### config.mk
export PLATFORM = sky130hd
export DESIGN_NAME = spq_cell
export DESIGN_NICKNAME = d
export VERILOG_FILES = /design/src/rtl/spq_pkg.sv /design/src/rtl/spq_cell.sv
export SDC_FILE = /design/constraint.sdc
export NUM_CORES = 1
export LEC_CHECK = 0
export BUFFER_PORTS_ARGS = -buffer_cell sky130_fd_sc_hd__clkbuf_2
export CORE_MARGIN = 5
export CORE_UTILIZATION = 30
export DETAILED_ROUTE_END_ITERATION = 8
export PLACE_DENSITY = 0.57
export SLEW_MARGIN = 20
export SYNTH_ARGS = -nofsm -noshare
export SYNTH_HDL_FRONTEND = slang
export SYNTH_SLANG_ARGS = --single-unit
export TNS_END_PERCENT = 10
### constraint.sdc
create_clock -name clk -period 3.95 [get_ports clk]
set_clock_uncertainty 0.2 [all_clocks]
set_input_delay 0.1975 -clock clk [delete_from_list [all_inputs] [get_ports clk]]
set_output_delay 0.1975 -clock clk [all_outputs]
set_load 0.01 [all_outputs]
### src/rtl/spq_pkg.sv
`timescale 1ns / 1ps
// ----------------------------------------------------------------------------
// spq_pkg
// Shared constants, codes and types of the sorted priority queue.
// ----------------------------------------------------------------------------
package spq_pkg;

  localparam int DEPTH    = 64;
  localparam int KEY_BITS = 32;
  localparam int ID_BITS  = 16;
  localparam int CNT_BITS = $clog2(DEPTH + 1);

  localparam logic [1:0] CMD_INSERT = 2'd0;
  localparam logic [1:0] CMD_POP    = 2'd1;
  localparam logic [1:0] CMD_REMOVE = 2'd2;

  localparam logic [1:0] ST_OK        = 2'd0;
  localparam logic [1:0] ST_POP_EMPTY = 2'd1;
  localparam logic [1:0] ST_FULL      = 2'd2;
  localparam logic [1:0] ST_NOT_FOUND = 2'd3;

  typedef struct packed {
    logic                valid;
    logic [KEY_BITS-1:0] key;
    logic [ID_BITS-1:0]  id;
  } entry_t;

  typedef struct packed {
    logic                do_ins;
    logic                do_pop;
    logic                do_rem;
    logic [KEY_BITS-1:0] key;
    logic [ID_BITS-1:0]  id;
  } ctl_t;

endpackage

### src/rtl/spq_cell.sv
`timescale 1ns / 1ps
// ----------------------------------------------------------------------------
// spq_cell
// One slot of the sorted row: holds an entry, compares it against the
// command and takes its own, its left or its right neighbour's entry, or the inserted one.
// ----------------------------------------------------------------------------
module spq_cell
  import spq_pkg::*;
(
  input  logic   clk,
  input  logic   rst_n,
  input  ctl_t   ctl,
  input  entry_t left,
  input  logic   left_ge,
  input  entry_t right,
  input  logic   hit_in,
  output entry_t cur,
  output logic   ge,
  output logic   hit_out,
  output entry_t sel
);

  logic                valid_r, valid_nxt;
  logic [KEY_BITS-1:0] key_r, key_nxt;
  logic [ID_BITS-1:0]  id_r, id_nxt;
  logic                take;

  assign cur.valid = valid_r;
  assign cur.key   = key_r;
  assign cur.id    = id_r;

  assign ge      = valid_r & (key_r >= ctl.key);
  assign take    = valid_r & (ctl.do_pop | (ctl.do_rem & (id_r == ctl.id)));
  assign hit_out = hit_in | take;

  assign sel.valid = take & ~hit_in;
  assign sel.key   = sel.valid ? key_r : '0;
  assign sel.id    = sel.valid ? id_r : '0;

  always_comb begin
    valid_nxt = valid_r;
    key_nxt   = key_r;
    id_nxt    = id_r;
    if (ctl.do_ins) begin
      if (left_ge) begin
        valid_nxt = left.valid;
        key_nxt   = left.key;
        id_nxt    = left.id;
      end else if (ge || (left.valid && !valid_r)) begin
        valid_nxt = 1'b1;
        key_nxt   = ctl.key;
        id_nxt    = ctl.id;
      end
    end else if (hit_out) begin
      valid_nxt = right.valid;
      key_nxt   = right.key;
      id_nxt    = right.id;
    end
  end

  always_ff @(posedge clk) begin
    if (!rst_n) begin
      valid_r <= 1'b0;
    end else begin
      valid_r <= valid_nxt;
    end
  end

  always_ff @(posedge clk) begin
    key_r <= key_nxt;
    id_r  <= id_nxt;
  end

endmodule

==> run_results.csv, run 1 <==
group,metric,value,unit
worst_setup_path,cp-start-kind,"flip-flop",
sta,timing.fmax,330.7,MHz
cells_and_area,nNetsFinal,845,
logic_synthesis,synth_area,3860,um^2
clock_tree,cts_setup_buffers,0,
sta,slew_headroom,38.63,%
sta,finalSetupTns,0,ns
logic_synthesis,yosys_warnings,0,
cells_and_area,areaGrowthSynthToFinish,40.84,%
worst_setup_path,path_depth,7,
drt,num_vias,3826,
worst_setup_path,crit_buf_inv,1,
sta,period_share,76.55,%
sta,tightest_slew,0.9206,ns
clock_tree,cts_tree,"built",
power_and_ir_drop,p_leak,2.824,nW
drt,wirelength,12.62,mm
clock_tree,cts_max_level,2,
drt,dr.pass1.iters,6,
drt,routed_via_density,4.593,
cells_and_area,register_area,1461,um^2
worst_setup_path,slowest_stage,"buf_4",
logic_synthesis,synth_cell_types,38,
placement,place_inst,824,
worst_setup_path,crit_chain,"ha_1 -> nand3_1 -> nor4_1 -> o21ai_0 -> a31oi_1 -> o21a_2 -> buf_4",
placement,routabilityCongestion,0.8050,
cells_and_area,final_area,5436,um^2
logic_synthesis,synth_area_leaders,"edfxtp_1 37%, mux2i_1 13%, ha_1 10%, a21oi_1 7.8%, and2_1 7.6%",
logic_synthesis,synth_most_common_cell,"a21oi_1",
floorplan,die_h,123.4,um
worst_hold_path,hold_path_class,"input pin to flip-flop",
clock_tree,clk_latency,0.28,ns
cells_and_area,fillCellCount,1286,
worst_setup_path,worstPathRequired,3.67,ns
floorplan,die_w,123.4,um
logic_synthesis,synth_nets,603,
logic_synthesis,synth_cells,418,
worst_setup_path,crit_fanout,49,
global_route,antenna_found_initial,0,
global_route,grt_pass1_vias,3947,
cells_and_area,post-route-util,43.08,%
logic_synthesis,synth_seq_cells,49,
worst_setup_path,cp.arrival,2.74,ns
worst_setup_path,path_class,"flip-flop to flip-flop",
placement,port_buffers,252,
power_and_ir_drop,power_density,301.0,nW/um^2
drt,drt-initial-drc-count,101,
placement,placed_area,5269,um^2
sta,setup_viol,0,
clock_tree,numCtsBuffers,5,
placement,place_hpwl,10.54,mm
logic_synthesis,synth_edf_count,48,
power_and_ir_drop,power,1.637,mW
floorplan,core-area,12620,um^2
floorplan,dieArea,15240,um^2
logic_synthesis,seq_area_frac_synth,37.86,%
sta,rsz0062_at_grt,"false",
floorplan,io-pin-count,253,
global_route,grt_util_all_layers,16.02,%
status,outcome,"completed",
sta,final_hold_viol_count,0,
global_route,grt_max_degree,97,
logic_synthesis,synth.top_cell.area_share,37.34,%
logic_synthesis,async_reset_ff_share,0,%
global_route,grt_overflow,0,
floorplan,num_rows,41,
logic_synthesis,yosysTopAreaCell,"edfxtp_1",
cells_and_area,multi_input_area,2160,um^2
clock_tree,ctsRootBufferMaster,"clkbuf_16",
clock_tree,clock_path_buffers,2,
worst_setup_path,critPathTopFamily,"simple AND/OR/NAND/NOR gates",
run,max-cap-violations,0,
logic_synthesis,avgSynthCellArea,9.234,um^2
logic_synthesis,ys.flop_type,"edfxtp_1",
global_route,grt_pass1_wl,19.31,mm
cells_and_area,insertedDiodeCount,0,
worst_hold_path,holdPathStages,3,
floorplan,initial_core_util,30.59,%
drt,ant_nets,0,
drt,drc,0,
cells_and_area,final_cells,833,
logic_synthesis,synth_common_cells,"60 x a21oi_1, 52 x nor2_1, 49 x mux2i_1",
worst_setup_path,end_kind,"flip-flop",
power_and_ir_drop,vdd_drop_max,0.0001855,V
sta,finalMaxSlewViolations,0,
worst_setup_path,slowest_delay,0.52,ns
worst_setup_path,ff2ff_path_depth,7,
clock_tree,ctsResizeCount,0,
cells_and_area,drive_above_1_share,40.70,%
clock_tree,cts.sinks,49,
clock_tree,clk_pin_slew,0.06,ns
drt,wl_per_cell,15.14,um
sta,fin_crit,3.024,ns
==> per-layer routing <==
layer	share of wire (%)	GRT usage [%]	vias up	routed length (um)
met1	43	19.73	1735	5374
met5	0	0	-	0
met4	0.82	3.253	0	104
met2	51	29.32	136	6374
met3	6.0	2.699	6	762
li1	-	-	1949	-
==> flip-flops by register name (all words and copies together) (netlist names) <==
| register | count |
|---|---|
| key_r | 32 |
| id_r | 16 |
| valid_r | 1 |
==> worst reg2reg max path, delay by kind of cell, from the launching register on <==
family | cells | cell delay (ns)
flip-flops | 1 | 0.42
AND/OR/NAND/NOR | 2 | 0.59
adder cells (fa/ha/maj) | 1 | 0.34
buffers and inverters | 1 | 0.52
AO/OA/AOI/OAI | 3 | 0.56
==> path summary, 6_finish.rpt <==
check                  from   endpoint  slack [ns]
hold reg to reg     valid_r    valid_r        0.38
hold / removal    right[40]  key_r[24]        0.04
setup reg to reg  key_r[31]   id_r[11]        0.93
setup / recovery  key_r[31]   id_r[11]        0.93
==> what timing repair did <==
item,CTS,global route
endpoints found under the setup margin,0,0
hold buffers,1,0
hold endpoints to repair,1,0
==> kinds of logic after synthesis <==
| kind of cell | Yosys count | share of synthesized area [%] |
|---|---|---|
| AO/OA/AOI/OAI | 82 | 11.80 |
| buffers and inverters | 58 | 6.386 |
| AND/OR/NAND/NOR | 132 | 17.24 |
| XOR/XNOR | 16 | 3.630 |
| adder cells (fa/ha/maj) | 32 | 10.37 |
| flip-flops | 49 | 37.86 |
| multiplexers | 49 | 12.71 |
==> stage by stage <==
| step | hold WS, ns | setup WS [ns] |
|---|---|---|
| final | 0.04168 | 0.9263 |
| after global routing | 0.03934 | 0.6814 |
| after CTS | 0.03075 | 0.8785 |
| after detailed placement | 0.2757 | 0.8804 |
| after global placement | 0.2530 | 0.9762 |
| after floorplan | 0.1446 | 0.7629 |
==> power by group <==
part | switching, mW | leakage [nW] | internal (mW) | total [mW]
registers | 0.0502 | 0.473 | 0.653 | 0.703
clock network | 0.179 | 0.0799 | 0.268 | 0.448
logic | 0.266 | 2.27 | 0.220 | 0.486
total | 0.495 | 2.82 | 1.14 | 1.64
==> layout make-up <==
type,count,area share [%]
timing repair buffer,258,24.12
clock buffer,7,2.808
clock inverter,1,0.09206
tap,172,3.959
sequential,49,26.88
multi-input combinational,311,39.72
inverter,35,2.417
==> cells in the final DEF (no fill, tap or decap), types with 2 or more instances in the layout <==
master     synthesis  final
a211oi_1           2      2
a21oi_1           60     60
a22oi_1            2      2
and2_1            47     47
buf_4              2      6
clkbuf_16          0      5
clkbuf_2           1    250
clkbuf_8           0      2
edfxtp_1          48     48
ha_1              32     32
inv_1             35     35
mux2i_1           49     49
nand2_1           13     13
nand3_1            3      3
nand4_1            5      5
nor2_1            52     52
nor3_1             4      4
nor4_1             2      2
o21ai_0            8      8
or3_1              2      2
xnor2_1           12     12
xor2_1             4      4
No activity file was read; power rests on OpenSTA's default activity.
==> run 2: changes to the inputs <==
- PLACE_DENSITY: 0.57 -> 0.6
- clock period: 3.95 -> 2.61 ns (I/O delays scaled with it)
==> run 2 against run 1 <==
- the run now ends with negative hold slack left
- hold slack got worse by 0.043 ns
- cell count increased by 5.2%
- global-route usage increased by 0.52 points
- flip-flop and latch count unchanged
- combinational power increased by 78%
- count of clock-buffer cells in the layout decreased by 1
- clock power increased by 37%
- sequential power increased by 51%
- via count increased by 5.3%
- critical path depth increased by 2
- power increased by 55%
- first-iteration DRC count increased by 32%
- critical path type is now flip-flop to output port
==> run_results.csv, run 2 (synthesis results as in run 1) <==
group,metric,value,unit
status,outcome,"finished, violations left",
status,violations,"negative hold slack",
worst_setup_path,ff2ff_setup_slack,0.16,ns
sta,final_hold_viol_count,1,
worst_setup_path,slowest_delay,0.42,ns
power_and_ir_drop,power_switching,781.2,uW
placement,place_hpwl,10.69,mm
cells_and_area,register_area,1461,um^2
sta,period_share,98.70,%
power_and_ir_drop,internal-power,1.759,mW
sta,fin_crit,2.576,ns
global_route,grt_pass1_vias,4144,
cells_and_area,largest_register,"key_r",
worst_setup_path,end_kind,"output port",
cells_and_area,final_area,6020,um^2
clock_tree,cts.sinks,49,
cells_and_area,areaGrowthSynthToFinish,55.95,%
sta,slew_headroom,56.41,%
worst_setup_path,crit_buf_inv,3,
placement,placed_area,5380,um^2
sta,tightest_slew,0.6539,ns
power_and_ir_drop,netSwitchingFraction,30.76,%
worst_setup_path,critPathTopFamily,"simple AND/OR/NAND/NOR gates",
drt,routed_via_density,4.599,
placement,routabilityCongestion,0.7484,
cells_and_area,final_cells,876,
worst_hold_path,holdPathStages,3,
floorplan,initial_core_util,30.59,%
cells_and_area,final_cell_mix,"249 x clkbuf_2, 60 x a21oi_1, 52 x nor2_1, 49 x mux2i_1, 48 x edfxtp_1",
floorplan,core-area,12620,um^2
cells_and_area,fillCellCount,1222,
floorplan,dieArea,15240,um^2
worst_setup_path,cp.arrival,2.25,ns
cells_and_area,insertedDiodeCount,0,
worst_setup_path,slowest_stage,"edfxtp_1",
clock_tree,clock_path_buffers,2,
clock_tree,numCtsBuffers,5,
global_route,grt_pass1_wl,19.70,mm
cells_and_area,drive_above_1_share,41.34,%
power_and_ir_drop,power_frac_seq,41.9,%
worst_setup_path,crit_chain,"xnor2_1 -> nand4_1 -> nor3_4 -> a41oi_4 -> nor3_4 -> buf_6 -> clkbuf_16 -> and2_1 -> clkbuf_2",
sta,timing.fmax,388.2,MHz
worst_hold_path,min_from,"right[4]",
power_and_ir_drop,pwr-share-comb,34.1,%
drt,ant_nets,0,
floorplan,die_w,123.4,um
cells_and_area,multi_input_area,2251,um^2
placement,place_inst,828,
clock_tree,clk_pin_slew,0.06,ns
worst_setup_path,path_class,"flip-flop to output port",
sta,finalMaxSlewViolations,0,
clock_tree,cts_max_level,2,
sta,finalSetupTns,0,ns
cells_and_area,largest_reg_flops,32,
power_and_ir_drop,p_leak,3.084,nW
clock_tree,cts_tree,"built",
worst_setup_path,worstPathRequired,2.28,ns
worst_setup_path,ff2ff_path_depth,7,
floorplan,io-pin-count,253,
floorplan,num_rows,41,
power_and_ir_drop,vdd_drop_max,0.0002715,V
drt,dr.pass1.iters,4,
clock_tree,clk_latency,0.28,ns
worst_setup_path,timing.rr.start,"key_r[13]",
worst_hold_path,hold_end,"id_r[4]",
worst_setup_path,crit_fanout,13,
global_route,grt_max_degree,65,
cells_and_area,post-route-util,47.70,%
worst_hold_path,hold_path_class,"input pin to flip-flop",
sta,fin_hold_ws,-0.001474,ns
power_and_ir_drop,power_density,422.0,nW/um^2
cells_and_area,reg.largest.list,"key_r (32), id_r (16), valid_r (1)",
sta,setup_viol,0,
global_route,grt_util_all_layers,16.54,%
clock_tree,ctsRootBufferMaster,"clkbuf_16",
sta,rsz0062_at_grt,"true",
worst_setup_path,cp-start-kind,"flip-flop",
drt,wirelength,13.30,mm
floorplan,die_h,123.4,um
power_and_ir_drop,power_frac_clock,24.1,%
worst_setup_path,r2r_end,"key_r[23]",
global_route,grt_overflow,0,
drt,wl_per_cell,15.18,um
run,max-cap-violations,0,
cells_and_area,nNetsFinal,889,
drt,num_vias,4029,
drt,drc,0,
global_route,antenna_found_initial,0,
worst_setup_path,path_common_cell,"nor3_4",
cells_and_area,layout_commonest_cell,"clkbuf_2",
drt,drt-initial-drc-count,133,
placement,port_buffers,252,
run 2: changes by cell type in the layout (fill, tap and decap cells not counted), sizes merged:
| cell | before | now |
|---|---|---|
| buf | 7 | 23 |
| clkbuf | 257 | 256 |
| dlygate4sd3 | 1 | 29 |
run 2: metal layers:
metal | vias to the layer above | track usage, % | share of wire (%)
met5 | - | 0 | 0
met4 | 0 | 3.599 | 1.3
met3 | 14 | 3.156 | 7.2
met2 | 151 | 31.36 | 52
met1 | 1827 | 19.14 | 39
li1 | 2037 | - | -
run 2: stage by stage:
| stage | total power, mW | worst slack, ns |
|---|---|---|
| 6_report | 2.540 | 0.03391 |
| 5_1_grt | 2.702 | -0.09988 |
| 4_1_cts | 2.549 | -0.01324 |
| 3_5_place_dp | 1.872 | -0.002962 |
| 3_3_place_gp | 1.856 | 0.08688 |
| 2_1_floorplan | 1.474 | 0.1337 |
run 2: final cells by class:
| type | instances | area share, % |
|---|---|---|
| repair buffers | 302 | 30.37 |
| flip-flops and latches | 49 | 24.28 |
| clock buffers | 6 | 2.141 |
| inverters | 35 | 2.182 |
| multi-input cells | 311 | 37.39 |
| well taps | 172 | 3.575 |
| clock inverters | 1 | 0.06236 |
run 2: power by group through the flow:
stage | clock [mW] | combinational, mW | sequential [mW]
floorplan | 0 | 0.372 | 1.10
global placement | 0 | 0.782 | 1.07
detailed placement | 0 | 0.790 | 1.08
CTS | 0.636 | 0.849 | 1.06
global route | 0.659 | 0.966 | 1.08
finish | 0.612 | 0.865 | 1.06
run 2: worst max path at each step:
stage	from	to	slack (ns)	cells past startpoint
after floorplan	key_r[13]	id_r[0]	0.13	6
after detailed placement	key_r[31]	key_r[5]	-0.003	7
after global placement	key_r[13]	id_r[6]	0.09	7
after CTS	id_r[4]	sel[2]	-0.01	9
final	id_r[3]	sel[17]	0.03	9
after global routing	id_r[5]	sel[46]	-0.1	9
run 2: what timing repair did:
item,CTS,global route
resized for setup,11,10
pin swaps,4,5
endpoints found under the hold margin,29,0
gates cloned,1,1
endpoints found under the setup margin,97,97
buffers inserted,6,4
hold buffers,29,0
run 2: worst min-delay path, stage by stage:
cell and delay, ns:
clkbuf_2 0.08, nor2_1 0.03, a21oi_1 0.12
==> run 3: changes to the inputs <==
- RECOVER_POWER: not set -> 50
==> run 3 against run 2 <==
- the run now ends clean
- combinational power decreased by 2%
- register-to-register slack about the same
- sequential share of layout area up 0.21 points
- worst setup slack improved by 0.028 ns
- sequential power about the same
- utilization shrank 0.42 points
- die area unchanged
- critical path depth did not move
- hold slack improved by 0.0029 ns
- critical endpoint unchanged
==> run_results.csv, run 3 (synthesis results as in run 1) <==
group,metric,value,unit
worst_setup_path,ff2ff_path_depth,7,
status,outcome,"completed",
sta,timing.fmax,392.4,MHz
sta,finalSetupTns,0,ns
floorplan,die_h,123.4,um
floorplan,dieArea,15240,um^2
cells_and_area,areaGrowthSynthToFinish,54.59,%
sta,setup_viol,0,
placement,port_buffers,252,
sta,fin_hold_ws,0.001471,ns
clock_tree,cts_tree,"built",
clock_tree,clock_path_buffers,2,
worst_setup_path,slowest_stage,"edfxtp_1",
worst_setup_path,cp.arrival,2.22,ns
drt,ant_nets,0,
drt,num_vias,4039,
cells_and_area,largest_reg_flops,32,
run,max-cap-violations,0,
clock_tree,clk_pin_slew,0.06,ns
cells_and_area,insertedDiodeCount,0,
global_route,antenna_found_initial,0,
sta,final_hold_viol_count,0,
worst_setup_path,path_class,"flip-flop to output port",
drt,routed_via_density,4.611,
worst_setup_path,worstPathRequired,2.28,ns
floorplan,die_w,123.4,um
worst_setup_path,crit_chain,"xnor2_2 -> nand4_1 -> nor3_4 -> a41oi_4 -> nor3_4 -> buf_6 -> clkbuf_16 -> and2_1 -> clkbuf_2",
drt,drt-initial-drc-count,143,
power_and_ir_drop,power_density,421.9,nW/um^2
worst_setup_path,end_kind,"output port",
placement,place_hpwl,10.69,mm
worst_setup_path,timing.rr.start,"key_r[13]",
worst_setup_path,critPathTopFamily,"simple AND/OR/NAND/NOR gates",
drt,wl_per_cell,15.21,um
worst_setup_path,r2r_end,"id_r[11]",
global_route,grt_pass1_wl,19.70,mm
clock_tree,cts.sinks,49,
worst_setup_path,path_common_cell,"nor3_4",
cells_and_area,post-route-util,47.28,%
cells_and_area,final_cell_mix,"207 x clkbuf_2, 60 x a21oi_1, 52 x nor2_1, 49 x mux2i_1, 48 x edfxtp_1",
sta,finalMaxSlewViolations,0,
worst_setup_path,crit_buf_inv,3,
cells_and_area,layout_commonest_cell,"clkbuf_2",
power_and_ir_drop,vdd_drop_max,0.0002668,V
floorplan,core-area,12620,um^2
power_and_ir_drop,p_leak,2.960,nW
worst_hold_path,hold_path_class,"input pin to flip-flop",
drt,dr.pass1.iters,4,
cells_and_area,nNetsFinal,889,
global_route,grt_max_degree,65,
clock_tree,cts_max_level,2,
worst_setup_path,crit_fanout,13,
global_route,grt_overflow,0,
cells_and_area,drive_above_1_share,35.37,%
global_route,grt_pass1_vias,4144,
worst_setup_path,slowest_delay,0.43,ns
global_route,grt_util_all_layers,16.54,%
worst_hold_path,holdPathStages,3,
placement,routabilityCongestion,0.7484,
clock_tree,ctsRootBufferMaster,"clkbuf_16",
sta,period_share,97.63,%
clock_tree,numCtsBuffers,5,
floorplan,num_rows,41,
worst_hold_path,min_from,"right[5]",
worst_setup_path,ff2ff_setup_slack,0.15,ns
worst_hold_path,hold_end,"id_r[5]",
sta,tightest_slew,0.6484,ns
clock_tree,clk_latency,0.28,ns
drt,drc,0,
floorplan,io-pin-count,253,
cells_and_area,largest_register,"key_r",
cells_and_area,reg.largest.list,"key_r (32), id_r (16), valid_r (1)",
floorplan,initial_core_util,30.59,%
sta,slew_headroom,56.77,%
worst_setup_path,cp-start-kind,"flip-flop",
drt,wirelength,13.32,mm
sta,rsz0062_at_grt,"true",
sta,fin_crit,2.548,ns
[run 3: changes by cell type in the layout (fill, tap and decap cells not counted), sizes merged]
cell / change
buf: -1
clkbuf: +1
[run 3: cell type report]
| type | instances | area, um^2 |
|---|---|---|
| clock inverters | 1 | 3.754 |
| flip-flops and latches | 49 | 1461 |
| fillers | 1252 | 6653 |
| inverters | 35 | 131.4 |
| well taps | 172 | 215.2 |
| clock buffers | 6 | 128.9 |
| repair buffers | 302 | 1775 |
| multi-input cells | 311 | 2251 |
[run 3: worst reg2reg max path: cells and delay by family, from the launching register on]
kind            cells  cell delay, ns
simple gates        2            0.40
buf+inv             1            0.16
compound gates      3            0.68
flops               1            0.42
fa+ha+maj           1            0.32
[run 3: worst max path at each step]
| stage | from | endpoint | slack [ns] | cells after the start |
|---|---|---|---|---|
| 3_3_place_gp | key_r[13] | id_r[6] | 0.09 | 7 |
| 2_1_floorplan | key_r[13] | id_r[0] | 0.13 | 6 |
| 4_1_cts | id_r[4] | sel[2] | -0.01 | 9 |
| 6_report | id_r[8] | sel[17] | 0.06 | 9 |
| 5_1_grt | id_r[5] | sel[46] | -0.1 | 9 |
| 3_5_place_dp | key_r[31] | key_r[5] | -0.003 | 7 |
[run 3: timing repair]
item	4_1_cts	5_1_grt
setup buffers	6	4
gates cloned	1	1
endpoints found under the hold margin	29	0
resized for setup	11	10
setup endpoints to repair	97	97
hold buffers	29	0
pin swaps	4	5
[run 3: per-layer routing]
layer  routed length, um  global-route usage (%)  share of wire (%)  vias to the layer above
li1                    -                       -                  -                     2042
met1                5173                   19.14                 39                     1826
met2                7004                   31.36                 53                      157
met3                 971                   3.156                7.3                       14
met4                 172                   3.599                1.3                        0
met5                   0                       0                  0                        -
[run 3: stage by stage]
step | std cells | cell area (um^2) | total power [mW] | setup slack, ns
finish | 876 | 5967 | 2.518 | 0.06184
global route | 876 | 5967 | 2.684 | -0.09988
CTS | 871 | 5907 | 2.549 | -0.01324
detailed placement | 828 | 5380 | 1.872 | -0.002962
global placement | 828 | 5380 | 1.856 | 0.08688
floorplan | 418 | 3867 | 1.474 | 0.1337
[run 3: where the power goes]
group          internal [mW]  switching (mW)
clock network          0.347           0.260
registers              0.987          0.0753
logic                  0.406           0.442
